## config.mk

```make
export PLATFORM = sky130hd
export DESIGN_NAME = fcm_front
export DESIGN_NICKNAME = d
export VERILOG_FILES = /design/src/design/fcm_pkg.sv /design/src/design/fcm_front.sv
export SDC_FILE = /design/constraint.sdc
export NUM_CORES = 1
export LEC_CHECK = 0
export ABC_AREA = 1
export CORE_MARGIN = 3
export CORE_UTILIZATION = 45
export DETAILED_ROUTE_END_ITERATION = 7
export DONT_BUFFER_PORTS = 1
export PLACE_DENSITY = 0.58
export SLEW_MARGIN = 0
export SYNTH_ARGS = -nofsm -noshare
export SYNTH_HDL_FRONTEND = slang
export SYNTH_SLANG_ARGS = --single-unit
```

## constraint.sdc

```tcl
create_clock -name vclk -period 18.7
set_input_delay 0.935 -clock vclk [all_inputs]
set_output_delay 0.935 -clock vclk [all_outputs]
set_load 0.05 [all_outputs]
```

## src/design/fcm_pkg.sv

```systemverilog
// Shared types and constants for the Fourier cone mask block.
`default_nettype none
package fcm_pkg;

  // Fixed field and datapath widths
  localparam int IDX_W     = 9;
  localparam int ABS_W     = 10;
  localparam int RHO2_W    = 20;
  localparam int DEN_W     = 26;
  localparam int DEN2_W    = 52;
  localparam int QUOT_W    = 21;
  localparam int XQ_W      = 30;
  localparam int EQ_W      = 32;
  localparam int MASK_W    = 17;
  localparam int VAL_W     = 32;
  localparam int SLOPE_W   = 17;
  localparam int BASE_W    = 16;
  localparam int BOX_W     = 10;
  localparam int CFG_IDX_W = 2;

  // Exponential series: Horner terms and final squarings
  localparam int EXP_TERMS     = 12;
  localparam int EXP_SQUARINGS = 5;

  // Decoupling queue depth, pointer width and count width
  localparam int QUEUE_DEPTH = 4;
  localparam int QPTR_W      = 2;
  localparam int QCNT_W      = 3;

  localparam logic [MASK_W-1:0] MASK_ONE = 17'd65536;
  localparam logic [EQ_W-1:0]   Q31_ONE  = 32'h8000_0000;

  // Register reset values
  localparam logic [SLOPE_W-1:0] SLOPE_RESET = 17'd1144;
  localparam logic [BASE_W-1:0]  BASE_RESET  = 16'd256;
  localparam logic [BOX_W-1:0]   BOX_RESET   = 10'd512;

  // Register indexes
  localparam logic [CFG_IDX_W-1:0] REG_SLOPE = 2'd0;
  localparam logic [CFG_IDX_W-1:0] REG_BASE  = 2'd1;
  localparam logic [CFG_IDX_W-1:0] REG_BOX   = 2'd2;

  // floor(2^32 / n) for n = 1..12, for division by small constants
  localparam logic [32:0] RECIP_TAB [EXP_TERMS+1] = '{
    33'd0,
    33'd4294967296,
    33'd2147483648,
    33'd1431655765,
    33'd1073741824,
    33'd858993459,
    33'd715827882,
    33'd613566756,
    33'd536870912,
    33'd477218588,
    33'd429496729,
    33'd390451572,
    33'd357913941
  };

  typedef struct packed {
    logic [SLOPE_W-1:0] slope;
    logic [BASE_W-1:0]  base;
    logic [BOX_W-1:0]   box;
  } cfg_t;

  // One classified voxel, as held in the queue
  typedef struct packed {
    logic [RHO2_W-1:0]       rho2;
    logic [DEN_W-1:0]        den;
    logic signed [VAL_W-1:0] re;
    logic signed [VAL_W-1:0] im;
  } item_t;

  // Sideband that travels with the quotient and the exponential
  typedef struct packed {
    logic                    sat;
    logic signed [VAL_W-1:0] re;
    logic signed [VAL_W-1:0] im;
  } tag_t;

endpackage
`default_nettype wire

```

## src/design/fcm_front.sv

```systemverilog
// Front end: wraps indices and forms rho squared and the cone radius.
`default_nettype none
module fcm_front #(
  parameter int MAX_BOX = 512
) (
  input  fcm_pkg::cfg_t                    cfg,
  input  logic [fcm_pkg::IDX_W-1:0]        freq_x,
  input  logic [fcm_pkg::IDX_W-1:0]        row_y,
  input  logic [fcm_pkg::IDX_W-1:0]        slice_z,
  input  logic signed [fcm_pkg::VAL_W-1:0] value_re,
  input  logic signed [fcm_pkg::VAL_W-1:0] value_im,
  output fcm_pkg::item_t                   item
);
  import fcm_pkg::*;

  localparam logic [12:0] MAX_BOX_W = 13'(MAX_BOX);

  logic [BOX_W-1:0]  box_eff;
  logic [BASE_W-1:0] d0;
  logic [ABS_W-1:0]  ay;
  logic [ABS_W-1:0]  az;

  // Magnitude of a wrapped index
  function automatic logic [ABS_W-1:0] wrap_abs(input logic [IDX_W-1:0] idx,
                                                input logic [BOX_W-1:0] box);
    logic signed [BOX_W:0] diff;
    logic [BOX_W:0]        mag;
    diff = $signed({2'b00, idx}) - $signed({1'b0, box});
    mag  = diff[BOX_W] ? 11'(-diff) : 11'(diff);
    if (idx < box[BOX_W-1:1]) begin
      wrap_abs = {1'b0, idx};
    end else begin
      wrap_abs = mag[ABS_W-1:0];
    end
  endfunction

  // Clamp box, keep d0 nonzero
  assign box_eff = ({3'b000, cfg.box} > MAX_BOX_W) ? MAX_BOX_W[BOX_W-1:0] : cfg.box;
  assign d0      = (cfg.base == '0) ? BASE_W'(1) : cfg.base;

  assign ay = wrap_abs(row_y, box_eff);
  assign az = wrap_abs(slice_z, box_eff);

  // rho^2 as an integer and D in Q.16
  always_comb begin
    item.rho2 = RHO2_W'(RHO2_W'(freq_x) * RHO2_W'(freq_x)) + RHO2_W'(RHO2_W'(ay) * RHO2_W'(ay));
    item.den  = DEN_W'(DEN_W'(az) * DEN_W'(cfg.slope)) + {2'b00, d0, 8'h00};
    item.re   = value_re;
    item.im   = value_im;
  end

endmodule
`default_nettype wire

```

---- Word level (Yosys, flattened, before mapping) ----
Index checks and enable logic that the tools add are counted.
Widths: inputs -> output; s select.
word-level totals
  bits in registers ....................... 0
  input port bits ......................... 134
cells by class
  $add $sub $neg .......................... 6
  multiply operators ...................... 3
  $lt $le $gt $ge ......................... 3
  muxes and demuxes ....................... 6
  reductions and logical operators ........ 1
operators with widths
  operator              count
  $mux 10               5
  $add 26x24->26        1
  $mul 10x17->26        1
  $sub 9x10->11         2
  $add 18x20->20        1
  $mul 10x10->20        1
  $neg 10->10           2
  $lt 9x9->1            2
  $mul 9x9->18          1
  $logic_not 16->1      1
  $mux 16               1
  $gt 10x10->1 const B  1

---- Logic depth before layout (Yosys ltp) ----
Gate-level depths: netlist (run 1).
  depth after elaboration ................. 8
  depth in mapped cells ................... 45
  mapped depth without buffers ............ 44

---- Least setup slack after synthesis (run 1) ----
No wires, ideal clock.
  path type ............................... input -> output
  start point ............................. in cfg[6] (netlist bit)
  end point ............................... out item[105] (netlist bit)
  arrival ................................. 8490 ps
  required time ........................... 17765 ps
  setup slack ............................. 9275 ps
  cell stages on the path ................. 36
  path buffers ............................ 1
  cells stage by stage .................... nor3_2 -> nand4_1 -> a21boi_0 -> ha_1 -> inv_1 -> fa_1 -> nand3_2 -> nand3_2 -> nand2_2 -> nand2_1 -> nand2_1 -> nand2_1 -> nand2_2 -> buf_6 -> nand2_1 -> nand3_1 -> nand2_1 -> nor2_2 -> inv_2 -> nor2_1 -> inv_1 -> fa_1 -> fa_1 -> inv_1 -> fa_1 -> fa_1 -> fa_1 -> inv_1 -> fa_1 -> inv_1 -> ha_1 -> nand2_1 -> o21ai_0 -> a21oi_1 -> o21ai_0 -> xor2_1
RTL lines
  what             RTL line         RTL
  start, declared  fcm_front.sv:6   input fcm_pkg::cfg_t cfg,
  end, declared    fcm_front.sv:12  output fcm_pkg::item_t item

==> results of run 1 <==
## cell type report
cell class         instances  area, µm²  share of cell area (%)
repair buffers             3       22.5                   0.173
inverters                445       1670                    12.8
well taps                384        480                    3.68
multi-input cells       1184      10900                    83.3
## worst max-delay path, delay by kind of cell
| kind | cells | cell delay, ps |
|---|---|---|
| buffers and inverters | 2 | 130 |
| adders and majority gates | 8 | 3550 |
| xor gates and xnor gates | 1 | 850 |
| AOI/OAI and AO/OA | 8 | 1640 |
| and+or+nand+nor | 17 | 2440 |
## through the flow
| stage | setup WS, ps | utilization [%] | instances |
|---|---|---|---|
| after global placement | 8410 | 45.2 | 2016 |
| after CTS | 8200 | 45.2 | 2016 |
| final | 8210 | 45.2 | 2016 |
| after global routing | 7560 | 45.2 | 2016 |
| after floorplan | 9280 | - | 1730 |
| after detailed placement | 8240 | 45.2 | 2016 |
## layer usage
metal	vias up	global-route usage, %
met5	-	0
li1	4909	-
met4	2	3.04
met1	4922	29.8
met3	33	2.37
met2	329	35.1
## cell usage in the layout (no fill, tap or decap), drive strengths merged, types with 9 or more instances in the layout
cell	n
a21oi	94
fa	250
ha	163
inv	445
nand2	298
nand3	65
nand4	9
nor2	144
o21ai	43
or2	12
xnor2	20
xor2	41
## worst min-delay path by stage
stage	start	endpoint	slack [ps]	depth (start not counted)
3_5_place_dp	value_im[11]	item[11]	1870	0
5_1_grt	value_re[1]	item[33]	1870	0
2_1_floorplan	value_im[0]	item[0]	2040	1
6_report	value_im[18]	item[18]	1870	0
4_1_cts	value_im[11]	item[11]	1870	0
3_3_place_gp	value_im[11]	item[11]	1870	0
## cells by family (layout without fill, tap and decap cells)
kind of cell,after synthesis,count (layout),synth area share [%]
buffers and inverters,546,448,17.8
and+or+nand+nor,542,542,17.3
adders and majority gates,413,413,53.3
AOI/OAI and AO/OA,167,167,7.47
xor gates and xnor gates,61,61,4.16
other,1,1,0.0284
==> summary.md, run 1 <==
| Metric | Value |
|---|---|
| GPL Wtd Cong | `0.884` |
| Setup TNS | `0 ps` |
| WHS | `1870 ps` |
| Detailed-route vias per instance | `5.06` |
| Share of post-route cells with drive strength above 1 | `3.25%` |
| Placed inst area | `13000 µm²` |
| Period utilization | `56.1%` |
| Setup crit end kind | `output port` |
| Metal-1 WL | `14600 µm` |
| Top routing layer used | `met5` |
| N_diodes | `0` |
| Clock buffer count | `0` |
| Synth area leader | `fa_1` |
| Post-route ant nets | `0` |
| Synth Area per Inst | `7.64 µm²` |
| Grt ovf | `0` |
| Synth Instances | `1730` |
| GRT Total Usage | `20.9%` |
| Top post-synthesis cells by area | `fa_1 38%, ha_1 15%, inv_1 12%` |
| Post-CTS Setup Inserts | `0` |
| CTS resizes | `0` |
| Vias post-DR | `10195` |
| Syn. warnings | `0` |
| DRT iter0 DRCs | `525` |
| Most frequent cell after synthesis | `inv_1` |
| Synth Net Count | `2277` |
| Met2 wire length | `14500 µm` |
| DR DRC count | `0` |
| Crit Path Max Fanout | `13` |
| Pin count of the biggest net entering global routing | `20` |
| HPWL Detailed | `28300 µm` |
| Post-route design area | `13000 µm²` |
| I/O Pins | `244` |
| Yosys top cell area share | `37.9%` |
| Critical Path Max Stage Delay | `850 ps` |
| Placement Rows | `62` |
| Initial core utilization | `45.8%` |
| Pre-antenna DRT Iters | `6` |
| Endpoints failing hold | `0` |
| Slew margin rel. | `18.5%` |
| Seq Cell Count | `0` |
| Fin crit period | `10490 ps` |
| Core outline area | `28900 µm²` |
| Netlist cell types | `50` |
| Post-synthesis sequential area ratio | `0%` |
| DIE WIDTH | `177 µm` |
| Filler Cell Count | `2993` |
| IO buf count | `0` |
| Die area | `31500 µm²` |
| Maxcap violations | `0` |
| Max Freq | `95.4 MHz` |
| Worst path arrival time | `9550 ps` |
| CP Launch Point | `cfg[6]` |
| Synth top cells by count | `435 x inv_1, 284 x nand2_1, 250 x fa_1` |
| RSZ-0062 raised after global routing | `no` |
| DR WL/cell | `15.8 µm` |
| Crit start category | `input port` |
| Synthesized cell area | `13200 µm²` |
| Initial antenna violation count | `1` |
| First-pass GRT wire length | `53400 µm` |
| Outcome | `completed` |
| Critical path capture point | `item[88]` |
| Endpoints failing setup | `0` |
| DIE HEIGHT | `177 µm` |
| Worst endpoint required time | `17770 ps` |
| Hold_buf cts | `0` |
| Actual slew at the worst max-slew pin | `1210 ps` |
| Worst setup path class | `in -> out` |
| Hold Path Class | `in -> out` |
| Most Frequent Cell on Critical Path | `nand2_1` |
| Number of global-route vias before repair | `10673` |
| CP max-delay cell | `xor2_1` |
| Post-Route WL | `31800 µm` |
| Final Max Slew Viols | `0` |
| Final layout net count | `2181` |
| Synth-to-Final Area Change | `-1.32%` |
| Sequential Area | `0 µm²` |
| WL met3 | `2200 µm` |
Power of run 1 is left out: the tool's default activity adds up to more than one toggle a clock period on the data nets, which glitch-free logic cannot reach.
==> inputs of run 2 (changes only) <==
--- a/config.mk
+++ b/config.mk
@@ -5,12 +5,12 @@
 export SDC_FILE = /design/constraint.sdc
 export NUM_CORES = 1
 export LEC_CHECK = 0
-export ABC_AREA = 1
+export ABC_AREA = 0
 export CORE_MARGIN = 3
 export CORE_UTILIZATION = 45
 export DETAILED_ROUTE_END_ITERATION = 7
 export DONT_BUFFER_PORTS = 1
-export PLACE_DENSITY = 0.58
+export PLACE_DENSITY = 0.6
 export SLEW_MARGIN = 0
 export SYNTH_ARGS = -nofsm -noshare
 export SYNTH_HDL_FRONTEND = slang
==> constraint.sdc (replaced) <==
create_clock -name vclk -period 8.5
set_input_delay 0.425 -clock vclk [all_inputs]
set_output_delay 0.425 -clock vclk [all_outputs]
set_load 0.05 [all_outputs]
==> summary.md, run 2 <==
| Metric | Value |
|---|---|
| RSZ-0062 raised after global routing | `yes` |
| Core outline area | `28200 µm² (-2.1%)` |
| Vias post-DR | `10383 (+1.8%)` |
| Max Freq | `112 MHz` |
| Clock buffer count | `0 (unchanged)` |
| CP max-delay cell | `fa_2` |
| N_diodes | `0 (unchanged)` |
| Setup TNS | `-2080 ps (-2080 ps)` |
| Syn. warnings | `0 (unchanged)` |
| Synth Area per Inst | `8.54 µm² (+12%)` |
| Crit start category | `input port` |
| Final Max Slew Viols | `0 (unchanged)` |
| Pre-antenna DRT Iters | `5 (-1)` |
| Worst endpoint required time | `8080 ps (-9690 ps)` |
| Seq Cell Count | `0 (unchanged)` |
| Most frequent cell after synthesis | `inv_1` |
| Slew margin rel. | `44.0% (+26 points)` |
| I/O Pins | `244 (unchanged)` |
| Levels on crit path | `36 (unchanged)` |
| Outcome | `finished, violations left` |
| HPWL Detailed | `26600 µm (-6.1%)` |
| Pin count of the biggest net entering global routing | `15 (-25%)` |
| Post-synthesis sequential area ratio | `0% (unchanged)` |
| Period utilization | `105%` |
| Failing checks | `setup timing` |
| GPL Wtd Cong | `0.865 (-2.2%)` |
| WP buf/inv | `9 (+7)` |
| Actual slew at the worst max-slew pin | `840 ps (-374 ps)` |
| Post-route ant nets | `0 (unchanged)` |
| Filler Cell Count | `2491 (-17%)` |
| Synth Instances | `1530 (-12%)` |
| Synth area leader | `fa_1` |
| Commonest non-fill, non-tap cell in the layout | `inv_1` |
| Endpoints failing hold | `0 (unchanged)` |
| Die area | `31100 µm² (-1.1%)` |
| First-pass GRT wire length | `52000 µm (-2.7%)` |
| Critical path capture point | `item[107]` |
| Sequential Area | `0 µm² (unchanged)` |
| DR DRC count | `0 (unchanged)` |
| Share of post-route cells with drive strength above 1 | `26.1% (+23 points)` |
| IO buf count | `0 (unchanged)` |
| Synth-to-Final Area Change | `23.8%` |
| DR WL/cell | `14.7 µm (-7.0%)` |
| Synth Net Count | `2077 (-8.8%)` |
| Delay-heaviest family, CP | `adder cells` |
| Crit Path Max Fanout | `5 (-8)` |
| Initial core utilization | `46.3% (+0.48 points)` |
| Worst setup path class | `in -> out` |
| DRT iter0 DRCs | `493 (-6.1%)` |
| Final worst setup slack | `-445 ps (-8660 ps)` |
| Grt ovf | `0 (unchanged)` |
| Most Frequent Cell on Critical Path | `fa_1` |
| Number of global-route vias before repair | `10903 (+2.2%)` |
| DIE WIDTH | `176 µm (-0.54%)` |
| Worst path arrival time | `8520 ps (-1030 ps)` |
| Top post-synthesis cells by area | `fa_1 38%, ha_1 16%, inv_1 10%` |
| Most frequent cells in the layout | `333 x inv_1, 243 x fa_1, 235 x buf_4` |
| Hold_buf cts | `0 (unchanged)` |
| Post-Route WL | `30400 µm (-4.5%)` |
| Maxcap violations | `0 (unchanged)` |
| Fin crit period | `8940 ps` |
| Yosys top cell area share | `38.3% (+0.43 points)` |
| Netlist cell types | `73 (+46%)` |
| CP Launch Point | `cfg[5]` |
| Setup crit end kind | `output port` |
| Final layout net count | `2241 (+2.8%)` |
| Synthesized cell area | `13100 µm² (-1.1%)` |
| GRT Total Usage | `19.8% (-1.1 points)` |
| Detailed-route vias per instance | `5.02 (-0.81%)` |
| DIE HEIGHT | `176 µm (-0.54%)` |
| Endpoints failing setup | `9 (+9)` |
| Hold Path Class | `in -> out` |
| Placement Rows | `61 (-1.6%)` |
| Initial antenna violation count | `0 (-1)` |
| Critical Path Max Stage Delay | `560 ps (-290 ps)` |
| Synth top cells by count | `347 x inv_1, 250 x fa_1, 163 x ha_1` |
[run 2: cell type report]
class	instances	area [µm²]	area share [%]
Timing Repair Buffer	272	2290	14.1
Inverter	347	1300	8.05
Tap cell	378	473	2.92
Multi-Input combinational cell	1073	12100	74.9
[run 2: stage by stage]
step	setup slack (ps)	hold slack [ps]	instance area (µm²)	std cells	util, %
finish	-445	850	16200	2070	57.3
global route	-762	850	16200	2070	57.3
global placement	-548	850	15200	2038	53.7
detailed placement	-786	850	15200	2038	53.7
CTS	-517	850	15700	2064	55.6
floorplan	-278	1020	13400	1530	-
[run 2: kinds of logic after synthesis]
logic type,synth area share (%)
buf+inv,15.2
compound gates,8.80
mux,1.33
simple gates,15.7
fa+ha+maj,53.9
other cells,0.0287
xor+xnor,5.05
[run 2: worst min path at each step]
| stage | cells past startpoint | start | slack, ps | endpoint |
|---|---|---|---|---|
| 3_3_place_gp | 0 | value_re[4] | 850 | item[36] |
| 6_report | 0 | value_im[15] | 850 | item[15] |
| 3_5_place_dp | 0 | value_re[4] | 850 | item[36] |
| 5_1_grt | 0 | value_im[15] | 850 | item[15] |
| 4_1_cts | 0 | value_re[4] | 850 | item[36] |
| 2_1_floorplan | 1 | value_im[0] | 1020 | item[0] |
[run 2: layer usage]
metal  global-route usage [%]  vias to the layer above  wire length (µm)
met5                        0                        -                 0
met4                     2.39                        0               357
met3                     1.81                       36              1380
met2                     32.6                      165             14100
met1                     29.4                     5207             14600
li1                         -                     4975                 -
[run 2: timing repair]
item                                    in CTS  in global routing
setup buffers                               28                  9
pin swaps                                   54                 44
cloned                                       0                  0
endpoints found under the setup margin      15                 16
gates resized for setup                     77                 81
Power of run 2 is left out for the same reason.
