--- config.mk ---
export PLATFORM = sky130hd
export DESIGN_NAME = fcm_queue
export DESIGN_NICKNAME = d
export VERILOG_FILES = /design/src/design/fcm_pkg.sv /design/src/design/fcm_queue.sv
export SDC_FILE = /design/constraint.sdc
export NUM_CORES = 1
export LEC_CHECK = 0
export BUFFER_PORTS_ARGS = -buffer_cell sky130_fd_sc_hd__buf_2
export CORE_MARGIN = 4
export CORE_UTILIZATION = 48
export DETAILED_ROUTE_END_ITERATION = 7
export GPL_TIMING_DRIVEN = 0
export PLACE_DENSITY = 0.7
export RECOVER_POWER = 25
export SETUP_SLACK_MARGIN = 0.2
export SLEW_MARGIN = 40
export SYNTH_ARGS = -nofsm -noshare
export SYNTH_HDL_FRONTEND = slang
export SYNTH_SLANG_ARGS = --single-unit
export TNS_END_PERCENT = 5
--- constraint.sdc ---
create_clock -name clk -period 4.3 [get_ports clk]
set_clock_uncertainty 0.1 [all_clocks]
set_input_delay 0.43 -clock clk [delete_from_list [all_inputs] [get_ports clk]]
set_output_delay 0.43 -clock clk [all_outputs]
set_load 0.05 [all_outputs]
--- src/design/fcm_pkg.sv ---
// Shared types and constants for the Fourier cone mask block.
`default_nettype none
package fcm_pkg;

  // Fixed field and datapath widths
  localparam int IDX_W     = 9;
  localparam int ABS_W     = 10;
  localparam int RHO2_W    = 20;
  localparam int DEN_W     = 26;
  localparam int DEN2_W    = 52;
  localparam int QUOT_W    = 21;
  localparam int XQ_W      = 30;
  localparam int EQ_W      = 32;
  localparam int MASK_W    = 17;
  localparam int VAL_W     = 32;
  localparam int SLOPE_W   = 17;
  localparam int BASE_W    = 16;
  localparam int BOX_W     = 10;
  localparam int CFG_IDX_W = 2;

  // Exponential series: Horner terms and final squarings
  localparam int EXP_TERMS     = 12;
  localparam int EXP_SQUARINGS = 5;

  // Decoupling queue depth, pointer width and count width
  localparam int QUEUE_DEPTH = 4;
  localparam int QPTR_W      = 2;
  localparam int QCNT_W      = 3;

  localparam logic [MASK_W-1:0] MASK_ONE = 17'd65536;
  localparam logic [EQ_W-1:0]   Q31_ONE  = 32'h8000_0000;

  // Register reset values
  localparam logic [SLOPE_W-1:0] SLOPE_RESET = 17'd1144;
  localparam logic [BASE_W-1:0]  BASE_RESET  = 16'd256;
  localparam logic [BOX_W-1:0]   BOX_RESET   = 10'd512;

  // Register indexes
  localparam logic [CFG_IDX_W-1:0] REG_SLOPE = 2'd0;
  localparam logic [CFG_IDX_W-1:0] REG_BASE  = 2'd1;
  localparam logic [CFG_IDX_W-1:0] REG_BOX   = 2'd2;

  // floor(2^32 / n) for n = 1..12, for division by small constants
  localparam logic [32:0] RECIP_TAB [EXP_TERMS+1] = '{
    33'd0,
    33'd4294967296,
    33'd2147483648,
    33'd1431655765,
    33'd1073741824,
    33'd858993459,
    33'd715827882,
    33'd613566756,
    33'd536870912,
    33'd477218588,
    33'd429496729,
    33'd390451572,
    33'd357913941
  };

  typedef struct packed {
    logic [SLOPE_W-1:0] slope;
    logic [BASE_W-1:0]  base;
    logic [BOX_W-1:0]   box;
  } cfg_t;

  // One classified voxel, as held in the queue
  typedef struct packed {
    logic [RHO2_W-1:0]       rho2;
    logic [DEN_W-1:0]        den;
    logic signed [VAL_W-1:0] re;
    logic signed [VAL_W-1:0] im;
  } item_t;

  // Sideband that travels with the quotient and the exponential
  typedef struct packed {
    logic                    sat;
    logic signed [VAL_W-1:0] re;
    logic signed [VAL_W-1:0] im;
  } tag_t;

endpackage
`default_nettype wire

--- src/design/fcm_queue.sv ---
// Short queue between the front end and the arithmetic back end.
`default_nettype none
module fcm_queue (
  input  logic           clk,
  input  logic           rst,
  input  logic           push,
  input  fcm_pkg::item_t push_item,
  input  logic           pop,
  output logic           out_valid,
  output fcm_pkg::item_t out_item,
  output logic           full
);
  import fcm_pkg::*;

  item_t             slots [QUEUE_DEPTH];
  logic [QPTR_W-1:0] wr_ptr;
  logic [QPTR_W-1:0] rd_ptr;
  logic [QCNT_W-1:0] count;
  logic              do_push;
  logic              do_pop;

  assign out_valid = (count != '0);
  assign full      = (count == QCNT_W'(QUEUE_DEPTH));
  assign out_item  = slots[rd_ptr];
  assign do_push   = push && !full;
  assign do_pop    = pop && out_valid;

  // Storage
  always_ff @(posedge clk) begin
    if (do_push) begin
      slots[wr_ptr] <= push_item;
    end
  end

  // Pointers and fill count
  always_ff @(posedge clk) begin
    if (rst) begin
      wr_ptr <= '0;
      rd_ptr <= '0;
      count  <= '0;
    end else begin
      if (do_push) begin
        wr_ptr <= wr_ptr + QPTR_W'(1);
      end
      if (do_pop) begin
        rd_ptr <= rd_ptr + QPTR_W'(1);
      end
      if (do_push && !do_pop) begin
        count <= count + QCNT_W'(1);
      end else if (do_pop && !do_push) begin
        count <= count - QCNT_W'(1);
      end
    end
  end

endmodule
`default_nettype wire

Word level (Yosys, flattened, before mapping)

Memory sizes are Yosys's and may differ from the RTL's. A register that Yosys moved wholly into a read port is not among the register bits.
Cells that the tools add are included.

Register bits after elaboration: 7
Latch bits: 0
Memory bits (writable): 440
ROM bits: 0
Bits of input ports: 114
Output and inout bits: 112
Word-level logic and storage cells: 24
Memories kept: 1

Add/subtract/negate cells: 4
Multiply operators: 0
Div/mod/pow operators: 0
Magnitude comparators: 0
Eq/ne operators: 1
Shift-type cells: 0
Muxes and demuxes: 6
Bitwise logic cells: 0
Reductions and logical operators: 9

Memories:

| name  | words | bits a word | rd ports | clocked after Yosys merged registers in | wr ports | RTL line        | source |
|---|---|---|---|---|---|---|---|
| slots | 4     | 110         | 1        | 1                                       | 1        | fcm_queue.sv:15 | `item_t slots [QUEUE_DEPTH];` |

Operator list:

| operator                                                            | number |
|---|---|
| 3-bit two-way mux                                                   | 2 |
| 2-bit by 1-bit adder with 2-bit output (second input constant)      | 2 |
| 1-bit logical AND                                                   | 4 |
| 2-bit two-way mux                                                   | 2 |
| 3-bit by 1-bit adder with 3-bit output (second input constant)      | 1 |
| 3-bit == test (second input constant)                               | 1 |
| 1-bit zero test                                                     | 3 |
| 3-bit nonzero test                                                  | 1 |
| 3-bit by 1-bit subtractor with 3-bit output (second input constant) | 1 |
| 1-bit two-way mux                                                   | 2 |
| 2-bit nonzero test                                                  | 1 |

Depth between registers and ports, before layout

Gate-level depths: netlist (run 1).

Word-level depth: 7
Mapped depth: 8
Gate-level depth less buffers: 8

Worst setup path after synthesis (run 1)

No wires, ideal clock.

Kind: register -> register
From: register count[0]
To: memory slots[2][0] (netlist bit) (enable)
Setup time: 0.482 ns
Arrival: 3.482 ns
Data required time: 3.718 ns
Setup slack: 0.237 ns
Stages on the path, launching flop included: 4
Path buffers: 0
Period minus slack after synthesis: 4.063 ns
Path through: dfxtp_1 nor3b_2 nor2_1 and2_1

Longest elaborated chain between the ends: 5

Ends and longest elaborated chain:

| element                                 | RTL line        | source |
|---|---|---|
| from (decl)                             | fcm_queue.sv:18 | `logic [QCNT_W-1:0] count;` |
| from (signal assigned)                  | fcm_queue.sv:49 | `count <= count + QCNT_W'(1);` |
| from (signal assigned)                  | fcm_queue.sv:51 | `count <= count - QCNT_W'(1);` |
| 3-bit == test                           | fcm_queue.sv:23 | `assign full = (count == QCNT_W'(QUEUE_DEPTH));` |
| named net full                          | fcm_queue.sv:11 | `output logic full` |
| 1-bit zero test                         | fcm_queue.sv:25 | `assign do_push = push && !full;` |
| 1-bit logical AND                       | fcm_queue.sv:25 |  |
| named net do_push                       | fcm_queue.sv:19 | `logic do_push;` |
| 1-bit two-way mux                       | fcm_queue.sv:30 | `if (do_push) begin` |
| 1-bit two-way mux (not written as such) | fcm_queue.sv:31 | `slots[wr_ptr] <= push_item;` |
| to (decl)                               | fcm_queue.sv:15 |  |

The timed path passes the listed nets, and every way through them passes these cells.

==> flow_summary_export.csv, run 1 <==
group,metric,value,unit
synthesis,synth-seq-cells,449,
clock_network,holdBufCountCts,85,
power,ir_worst_vdd,511,uV
final_layout,drive_above_1_share,36.4,%
routing,wl_per_cell,21.6,um
synthesis,syn_nets,742,
timing,fmax,0.360,GHz
clock_network,postCtsSetupRepairBufs,0,
timing,maxSlewViolCount,0,
timing,slew-limit-headroom,57.2,%
power,power_leakage,6.79,nW
routing,drtIter0Drc,392,
global_routing,grt_max_degree,37,
placement,dp_hpwl,19100,um
synthesis,synthDistinctLibCells,20,
clock_network,clk_latency,0.53,ns
timing,finalWorstSetupSlack,1.52,ns
critical_path,criticalPathCategory,"reg2out",
power,p_per_area,649,mW/mm2
critical_path,cp_max_fo,10,
synthesis,ys_seq_area_share,82.0,%
placement,dp.cells,1306,
critical_path,arrival,2.25,ns
worst_hold_path,min_delay_path_depth,1,
die,dieWidth,193,um
synthesis,synth_largest_area_cell,"edfxtp_1",
timing,hold_violations,0,
die,start_util,48.7,%
timing,min_period,2.78,ns
global_routing,antenna_found_initial,1,
clock_network,post_cts_resized,0,
synthesis,synth_cells,622,
final_layout,post-route-util,60.9,%
clock_network,cts_tree,"built",
placement,gp_congestion,0.674,
placement,pre_cts_ws,1.54,ns
final_layout,final_cell_area,0.0204,mm2
clock_network,path_clk_slew,0.06,ns
clock_network,cts_buffer_depth,3,
global_routing,grt_pass1_vias,8370,
critical_path,r2r-start,"count[0]$_SDFFE_PP0P_",
worst_hold_path,min_path_type,"in2reg",
synthesis,syn_avg_cell_area,26.3,um2
die,row_count,67,
critical_path,critPathCaptureType,"primary output",
power,switchingPower,4.54,mW
timing,setup_viol,0,
die,die_h,193,um
critical_path,rrSetupSlack,1.63,ns
power,internal_power,8.71,mW
timing,min_period_over_period,64.5,%
global_routing,grt_first_pass_wirelength,49100,um
power,power.total,13.3,mW
clock_network,root_buffer,"clkbuf_16",
clock_network,htreeDepth,2,
final_layout,num-nets-final,1111,
routing,drc,0,
placement,io_buffer_count,224,
timing,rsz0062_at_grt,"no",
synthesis,synth_warnings,0,
critical_path,rr_worst_depth,6,
power,combPwrFrac,32.3,%
die,pin_count,226,
routing,drt-pass1-iter-count,4,
final_layout,instances_no_fill,1472,
clock_network,numCtsBuffers,44,
run_status,status,"finished clean",
routing,routed_wl,31800,um
routing,via_count,7703,
final_layout,area_growth,25.0,%
die,dieArea,0.0371,mm2
timing,worst_pin_slew,0.642,ns
worst_hold_path,min-delay-start,"push_item[95]",
clock_network,clkSinkCount,449,
power,p_seq_share,40.4,%
flow_run,maxCapViolCount,0,
die,core_area,0.0335,mm2
critical_path,start_kind,"flip-flop",
synthesis,syn_area,0.0163,mm2
routing,vias_per_cell,5.23,
critical_path,cp.required,3.77,ns
synthesis,synth.top_cell.area_share,80.9,%
global_routing,overflow,0,
global_routing,grt_usage,17.5,%
placement,placed_cell_area,0.0183,mm2
worst_hold_path,hold_path_end,"slots[3][95]$_DFFE_PP_",
routing,drtAntennaViolNets,0,
power,p_clk_share,27.3,%
critical_path,rr_endpoint,"slots[1][7]$_DFFE_PP_",
power,switching_share,34.2,%
synthesis,yosys-top-cells-area,"edfxtp_1 81%, mux4_2 15%, dfxtp_1 1.1%, buf_6 0.76%, ha_1 0.38%",
## layout make-up
class | instances | area, um2
sequential | 449 | 13400
fill | 2388 | 13100
multi-input combinational | 144 | 2750
timing repair buffer | 323 | 2150
clock buffer | 52 | 1150
tap | 448 | 561
clock inverter | 25 | 201
buffer | 25 | 191
inverter | 4 | 15.0
antenna | 2 | 5.00
## Yosys cell counts
master    number
a21oi_1        2
and2_1         4
buf_2         11
buf_6         11
clkbuf_1       3
dfxtp_1        9
edfxtp_1     440
fa_1           1
ha_1           5
inv_1          4
mux2i_1        2
mux4_2       110
nand2b_1       2
nor2_1         6
nor3b_2        1
o21ai_0        2
o311ai_0       1
o31ai_1        1
or3_1          3
xor2_1         4
## cells by family (layout without fill, tap and decap cells)
logic type | count (synthesis) | count (layout) | synth area share [%]
other | 0 | 2 | 0
AOI/OAI and AO/OA | 6 | 6 | 0.222
adders and majority gates | 6 | 6 | 0.505
muxes | 112 | 112 | 15.3
buffers and inverters | 29 | 429 | 1.26
xor gates and xnor gates | 4 | 4 | 0.214
DFF | 449 | 449 | 82.0
and+or+nand+nor | 16 | 16 | 0.559
## worst max-delay path, stage by stage (launching register included)
cell	delay (ns)
dfxtp_1	0.32
clkbuf_2	0.37
buf_2	0.41
mux4_2	0.37
buf_2	0.24
## routing by layer
| layer | part of all wire (%) | up-vias | global-route usage, % |
|---|---|---|---|
| li1 | - | 3422 | - |
| met1 | 40 | 4001 | 23.1 |
| met2 | 50 | 227 | 29.0 |
| met3 | 7.7 | 53 | 5.05 |
| met4 | 2.0 | 0 | 4.28 |
| met5 | 0 | - | 0 |
## placed cells by master (no fill, tap or decap), types with 2 or more instances in the layout
cell	instances
edfxtp_1	440
buf_2	171
mux4_2	110
dlygate4sd3_1	87
clkbuf_1	73
clkbuf_16	45
buf_12	12
buf_6	11
clkinv_2	10
dfxtp_1	9
clkinv_1	8
nor2_1	6
ha_1	5
inv_1	4
and2_4	4
xor2_1	4
or3_1	3
bufinv_16	3
clkinvlp_4	3
diode_2	2
o21ai_0	2
a21oi_1	2
mux2i_1	2
nand2b_1	2
## power groups by stage
stage / Sequential, mW / Combinational (mW) / Clock, mW
finish: 5.36 / 4.28 / 3.62
detailed placement: 5.45 / 4.28 / 0
floorplan: 5.46 / 3.28 / 0
CTS: 5.36 / 4.36 / 3.69
global route: 5.39 / 4.52 / 3.91
global placement: 5.51 / 4.20 / 0
## flip-flops by register name, indices dropped and copies added, names as in the netlist, named ones only
signal	count
slots	440
count	3
rd_ptr	2
wr_ptr	2
## metrics by stage
stage / hold slack (ns) / setup TNS, ns
after CTS: 0.000391 / 0
after floorplan: 0.382 / 0
after detailed placement: 0.413 / 0
final: 0.0809 / 0
after global placement: 0.404 / -782.76
after global routing: 0.0760 / 0
## worst max-delay path by stage
stage,startpoint,endpoint,cells past startpoint
after floorplan,count[0]$_SDFFE_PP0P_,slots[2][0]$_DFFE_PP_,3
after global placement,push,slots[1][55]$_DFFE_PP_,4
after detailed placement,push,slots[1][63]$_DFFE_PP_,7
after CTS,flip-flop,out_item[42],4
after global routing,flip-flop,out_item[42],4
final,flip-flop,out_item[42],4
Power figures use the tool's default switching activity.
==> inputs of run 2 (changes only) <==
--- a/config.mk
+++ b/config.mk
@@ -10,7 +10,7 @@
 export CORE_UTILIZATION = 48
 export DETAILED_ROUTE_END_ITERATION = 7
 export GPL_TIMING_DRIVEN = 0
-export PLACE_DENSITY = 0.7
+export PLACE_DENSITY = 0.72
 export RECOVER_POWER = 25
 export SETUP_SLACK_MARGIN = 0.2
 export SLEW_MARGIN = 40
==> constraint.sdc (replaced) <==
create_clock -name clk -period 2.2 [get_ports clk]
set_clock_uncertainty 0.1 [all_clocks]
set_input_delay 0.22 -clock clk [delete_from_list [all_inputs] [get_ports clk]]
set_output_delay 0.22 -clock clk [all_outputs]
set_load 0.05 [all_outputs]
==> flow_summary_export.csv, run 2 (synthesized netlist as in run 1, its figures left out) <==
group,metric,value,unit
worst_hold_path,min_path_type,"in2reg",
critical_path,start_kind,"flip-flop",
timing,worst_pin_slew,0.497,ns
run_status,violations,"negative setup slack",
die,core_area,0.0335,mm2
routing,wl_per_cell,21.8,um
power,switchingPower,9.15,mW
power,p_per_area,1270,mW/mm2
clock_network,numCtsBuffers,44,
timing,min_period,2.35,ns
placement,io_buffer_count,224,
power,combPwrFrac,35.2,%
routing,drtIter0Drc,401,
timing,finalWorstSetupSlack,-0.148,ns
die,row_count,67,
power,p_seq_share,38.7,%
clock_network,htreeDepth,2,
timing,setup_viol,110,
placement,gp_congestion,0.692,
clock_network,cts_tree,"built",
clock_network,path_clk_slew,0.06,ns
routing,drtAntennaViolNets,0,
critical_path,r2r-start,"count[2]$_SDFFE_PP0P_",
run_status,status,"complete, but fails checks",
critical_path,rrSetupSlack,0.11,ns
routing,drc,0,
timing,slew-limit-headroom,66.9,%
critical_path,critPathCaptureType,"primary output",
routing,routed_wl,32700,um
power,p_clk_share,26.1,%
final_layout,final_common_cell,"edfxtp_1",
worst_hold_path,min-delay-start,"push_item[72]",
global_routing,grt_usage,17.8,%
timing,holdWs,0.326,ns
power,power_leakage,7.15,nW
power,switching_share,33.6,%
final_layout,nFillCells,2229,
final_layout,layout_common_cells,"440 x edfxtp_1, 114 x dlygate4sd3_1, 110 x mux4_2, 103 x buf_2, 64 x clkbuf_1",
routing,via_count,7761,
final_layout,multi_input_area,0.00280,mm2
timing,fmax,0.426,GHz
power,ir_worst_vdd,897,uV
critical_path,cp.required,1.88,ns
die,die_h,193,um
timing,min_period_over_period,107,%
final_layout,drive_above_1_share,37.1,%
critical_path,arrival,2.03,ns
critical_path,rr_worst_depth,8,
placement,placed_cell_area,0.0184,mm2
clock_network,clkSinkCount,449,
final_layout,top_register,"slots",
clock_network,root_buffer,"clkbuf_16",
clock_network,cts_buffer_depth,3,
power,internal_power,18.1,mW
placement,dp_hpwl,19400,um
critical_path,cp_max_fo,10,
timing,maxSlewViolCount,0,
global_routing,grt_first_pass_wirelength,49400,um
flow_run,maxCapViolCount,0,
global_routing,grt_max_degree,36,
global_routing,antenna_found_initial,1,
worst_hold_path,hold_path_end,"slots[1][72]$_DFFE_PP_",
routing,drt-pass1-iter-count,4,
die,dieWidth,193,um
final_layout,num-nets-final,1142,
timing,hold_violations,0,
die,pin_count,226,
critical_path,rr_endpoint,"count[2]$_SDFFE_PP0P_",
die,start_util,48.7,%
timing,setup_tns,-12.00,ns
final_layout,seqCellArea,0.0134,mm2
final_layout,largest_reg_flops,440,
clock_network,postCtsSetupRepairBufs,0,
timing,rsz0062_at_grt,"yes",
die,dieArea,0.0371,mm2
final_layout,top_regs,"slots: 440 flops, count: 3 flops",
routing,vias_per_cell,5.16,
final_layout,final_cell_area,0.0214,mm2
global_routing,overflow,0,
global_routing,grt_pass1_vias,8460,
critical_path,criticalPathCategory,"reg2out",
clock_network,clk_latency,0.55,ns
final_layout,area_growth,30.9,%
worst_hold_path,min_delay_path_depth,2,
## run 2: area by class of cell
type                            count  area share, %
Tap cell                          448           2.62
Clock inverter                     30           1.06
Antenna cell                        1         0.0117
Clock buffer                       50           5.35
Multi-Input combinational cell    144           13.1
Timing Repair Buffer              354           13.6
Sequential cell                   449           62.7
Buffer                             25           1.51
Inverter                            4         0.0702
## run 2: worst max path at each step
stage	startpoint	end	slack (ns)	cells after the start
2_1_floorplan	count[0]$_SDFFE_PP0P_	count[2]$_SDFFE_PP0P_	0.07	8
3_3_place_gp	count[2]$_SDFFE_PP0P_	slots[1][7]$_DFFE_PP_	-0.44	3
3_5_place_dp	count[1]$_SDFFE_PP0P_	count[2]$_SDFFE_PP0P_	0.05	7
4_1_cts	flip-flop	out_item[36]	-0.27	4
5_1_grt	flip-flop	out_item[73]	-0.22	4
6_report	flip-flop	out_item[42]	-0.15	4
## run 2: worst max-delay path: stages, from the launching register on
cell     delay [ns]
dfxtp_4        0.39
buf_12         0.17
buf_12         0.16
mux4_2         0.52
buf_2          0.23
## run 2: stage by stage
step | setup WS, ns | power (mW) | util, % | cells
2_1_floorplan | 0.0672 | 17.0 | - | 622
3_3_place_gp | -0.444 | 18.9 | 53.9 | 1294
3_5_place_dp | 0.0469 | 19.1 | 54.7 | 1308
4_1_cts | -0.269 | 26.8 | 62.8 | 1502
5_1_grt | -0.215 | 28.3 | 63.8 | 1505
6_report | -0.148 | 27.2 | 63.8 | 1505
## run 2: power by group through the flow
stage          sequential [mW]  clock [mW]  combinational [mW]
4_1_cts                   10.5        7.27                8.99
3_3_place_gp              10.7           0                8.24
3_5_place_dp              10.7           0                8.44
2_1_floorplan             10.6           0                6.43
5_1_grt                   10.6        7.65                10.1
6_report                  10.5        7.10                9.58
## run 2: timing repair
| action | in CTS | in global routing |
|---|---|---|
| gates resized for setup | 66 | 126 |
| endpoints found under the setup margin | 144 | 338 |
| gates cloned | 0 | 2 |
| pin swaps | 6 | 5 |
| endpoints found under the hold margin | 449 | 0 |
| hold buffers | 114 | 0 |
## run 2: layer usage
layer | vias up | track usage, % | share of wire, %
met1 | 3980 | 23.3 | 40
met2 | 241 | 29.3 | 50
met5 | - | 0 | 0
met4 | 0 | 5.65 | 2.3
met3 | 47 | 4.92 | 7.0
li1 | 3493 | - | -
==> inputs of run 3 (changes only) <==
--- a/config.mk
+++ b/config.mk
@@ -13,6 +13,7 @@
 export PLACE_DENSITY = 0.72
 export RECOVER_POWER = 25
 export SETUP_SLACK_MARGIN = 0.2
+export SKIP_CTS_REPAIR_TIMING = 1
 export SLEW_MARGIN = 40
 export SYNTH_ARGS = -nofsm -noshare
 export SYNTH_HDL_FRONTEND = slang
==> constraint.sdc (replaced) <==
create_clock -name clk -period 2.2 [get_ports clk]
set_clock_uncertainty 0.1 [all_clocks]
set_input_delay 0 -clock clk [delete_from_list [all_inputs] [get_ports clk]]
set_output_delay 0 -clock clk [all_outputs]
set_load 0.05 [all_outputs]
==> flow_summary_export.csv, run 3 (synthesized netlist as in run 1, its figures left out) <==
group,metric,value,unit
routing,drtAntennaViolNets,0,
routing,drc,0,
die,pin_count,226,
die,row_count,67,
clock_network,clkSinkCount,449,
clock_network,root_buffer,"clkbuf_16",
final_layout,final_common_cell,"edfxtp_1",
routing,via_count,7857,
clock_network,htreeDepth,2,
timing,min_period,2.15,ns
global_routing,grt_first_pass_wirelength,46400,um
final_layout,num-nets-final,1146,
placement,io_buffer_count,224,
routing,routed_wl,33000,um
timing,hold_violations,0,
global_routing,grt_pass1_vias,7855,
timing,min_period_over_period,97.5,%
critical_path,arrival,2.05,ns
placement,gp_congestion,0.692,
critical_path,criticalPathCategory,"reg2out",
flow_run,maxCapViolCount,0,
critical_path,slowest_stage,"mux4_2",
timing,worst_pin_slew,0.502,ns
critical_path,critPathTopFamily,"multiplexers",
clock_network,path_clk_slew,0.06,ns
timing,setup_tns,0,ns
routing,wl_per_cell,21.8,um
clock_network,cts_buffer_depth,3,
final_layout,largest_reg_flops,440,
clock_network,clk_latency,0.55,ns
placement,dp_hpwl,19400,um
clock_network,cts_tree,"built",
global_routing,antenna_found_initial,1,
timing,holdWs,0.105,ns
global_routing,grt_max_degree,36,
critical_path,crit_chain,"clkbuf_16, buf_12, mux4_2, buf_8",
timing,fmax,0.466,GHz
power,ir_worst_vdd,920,uV
critical_path,cpPeakStageDelay,0.55,ns
critical_path,cp_max_fo,10,
final_layout,instances_no_fill,1509,
die,dieArea,0.0371,mm2
die,core_area,0.0335,mm2
run_status,status,"finished clean",
timing,rsz0062_at_grt,"yes",
critical_path,critPathBufInv,3,
die,die_h,193,um
critical_path,cp.required,2.10,ns
power,power.total,28.3,mW
critical_path,critPathCaptureType,"primary output",
final_layout,top_register,"slots",
critical_path,rrSetupSlack,0.10,ns
routing,vias_per_cell,5.21,
final_layout,area_growth,34.2,%
timing,slew-limit-headroom,66.5,%
global_routing,overflow,0,
timing,setup_viol,0,
placement,dp.cells,1308,
power,power_leakage,7.33,nW
final_layout,top_regs,"slots: 440 flops, count: 3 flops",
critical_path,start_kind,"flip-flop",
routing,drtIter0Drc,444,
clock_network,numCtsBuffers,44,
die,start_util,48.7,%
global_routing,grt_usage,16.8,%
final_layout,layout_common_cells,"440 x edfxtp_1, 114 x dlygate4sd3_1, 110 x mux4_2, 86 x buf_8, 71 x buf_2",
timing,maxSlewViolCount,0,
routing,drt-pass1-iter-count,4,
die,dieWidth,193,um
final_layout,drive_above_1_share,36.8,%
power,p_per_area,1290,mW/mm2
worst_hold_path,min_path_type,"in2reg",
==> run 3: per-stage QoR <==
step	worst slack [ns]	utilization [%]	instance area (um2)
4_1_cts	-0.230	58.8	19700
5_1_grt	-0.0192	65.4	21900
3_3_place_gp	-0.444	53.9	18100
3_5_place_dp	0.0469	54.7	18400
2_1_floorplan	0.0672	-	16400
6_report	0.0549	65.4	21900
==> run 3: cell type report <==
cell class | count | area (um2)
multi-input cells | 144 | 2790
clock inverters | 30 | 226
clock buffers | 50 | 1140
diodes | 1 | 2.50
flip-flops and latches | 449 | 13400
repair buffers | 358 | 3460
inverters | 4 | 15.0
fillers | 2173 | 11600
well taps | 448 | 561
plain buffers | 25 | 319
==> run 3: final timing paths <==
path / end / from / cells after the start
max: out_item[52] / flip-flop / 4
min: slots[2][95]$_DFFE_PP_ / push_item[95] / 2
max reg2reg: count[2]$_SDFFE_PP0P_ / count[2]$_SDFFE_PP0P_ / 8
min reg2reg: wr_ptr[1]$_SDFFE_PP0P_ / wr_ptr[1]$_SDFFE_PP0P_ / 2
==> run 3: metal layers <==
layer / track usage [%] / vias to the layer above / part of all wire [%]
met5: 0 / - / 0
met4: 5.76 / 0 / 2.1
met3: 5.14 / 41 / 7.2
met2: 27.1 / 253 / 51
met1: 22.0 / 4069 / 39
li1: - / 3494 / -
==> run 3: worst register-to-register path, stage by stage (launching register included) <==
cell	delay [ns]
dfxtp_4	0.36
nor3b_4	0.17
nor2_4	0.20
ha_2	0.22
inv_1	0.05
fa_2	0.33
xor2_1	0.17
or3_1	0.32
a21oi_2	0.11
==> run 3: report_power, final <==
part	internal [mW]	switching (mW)
Clock	4.09	3.03
Combinational	4.53	6.11
Sequential	10.3	0.245
Total	18.9	9.38
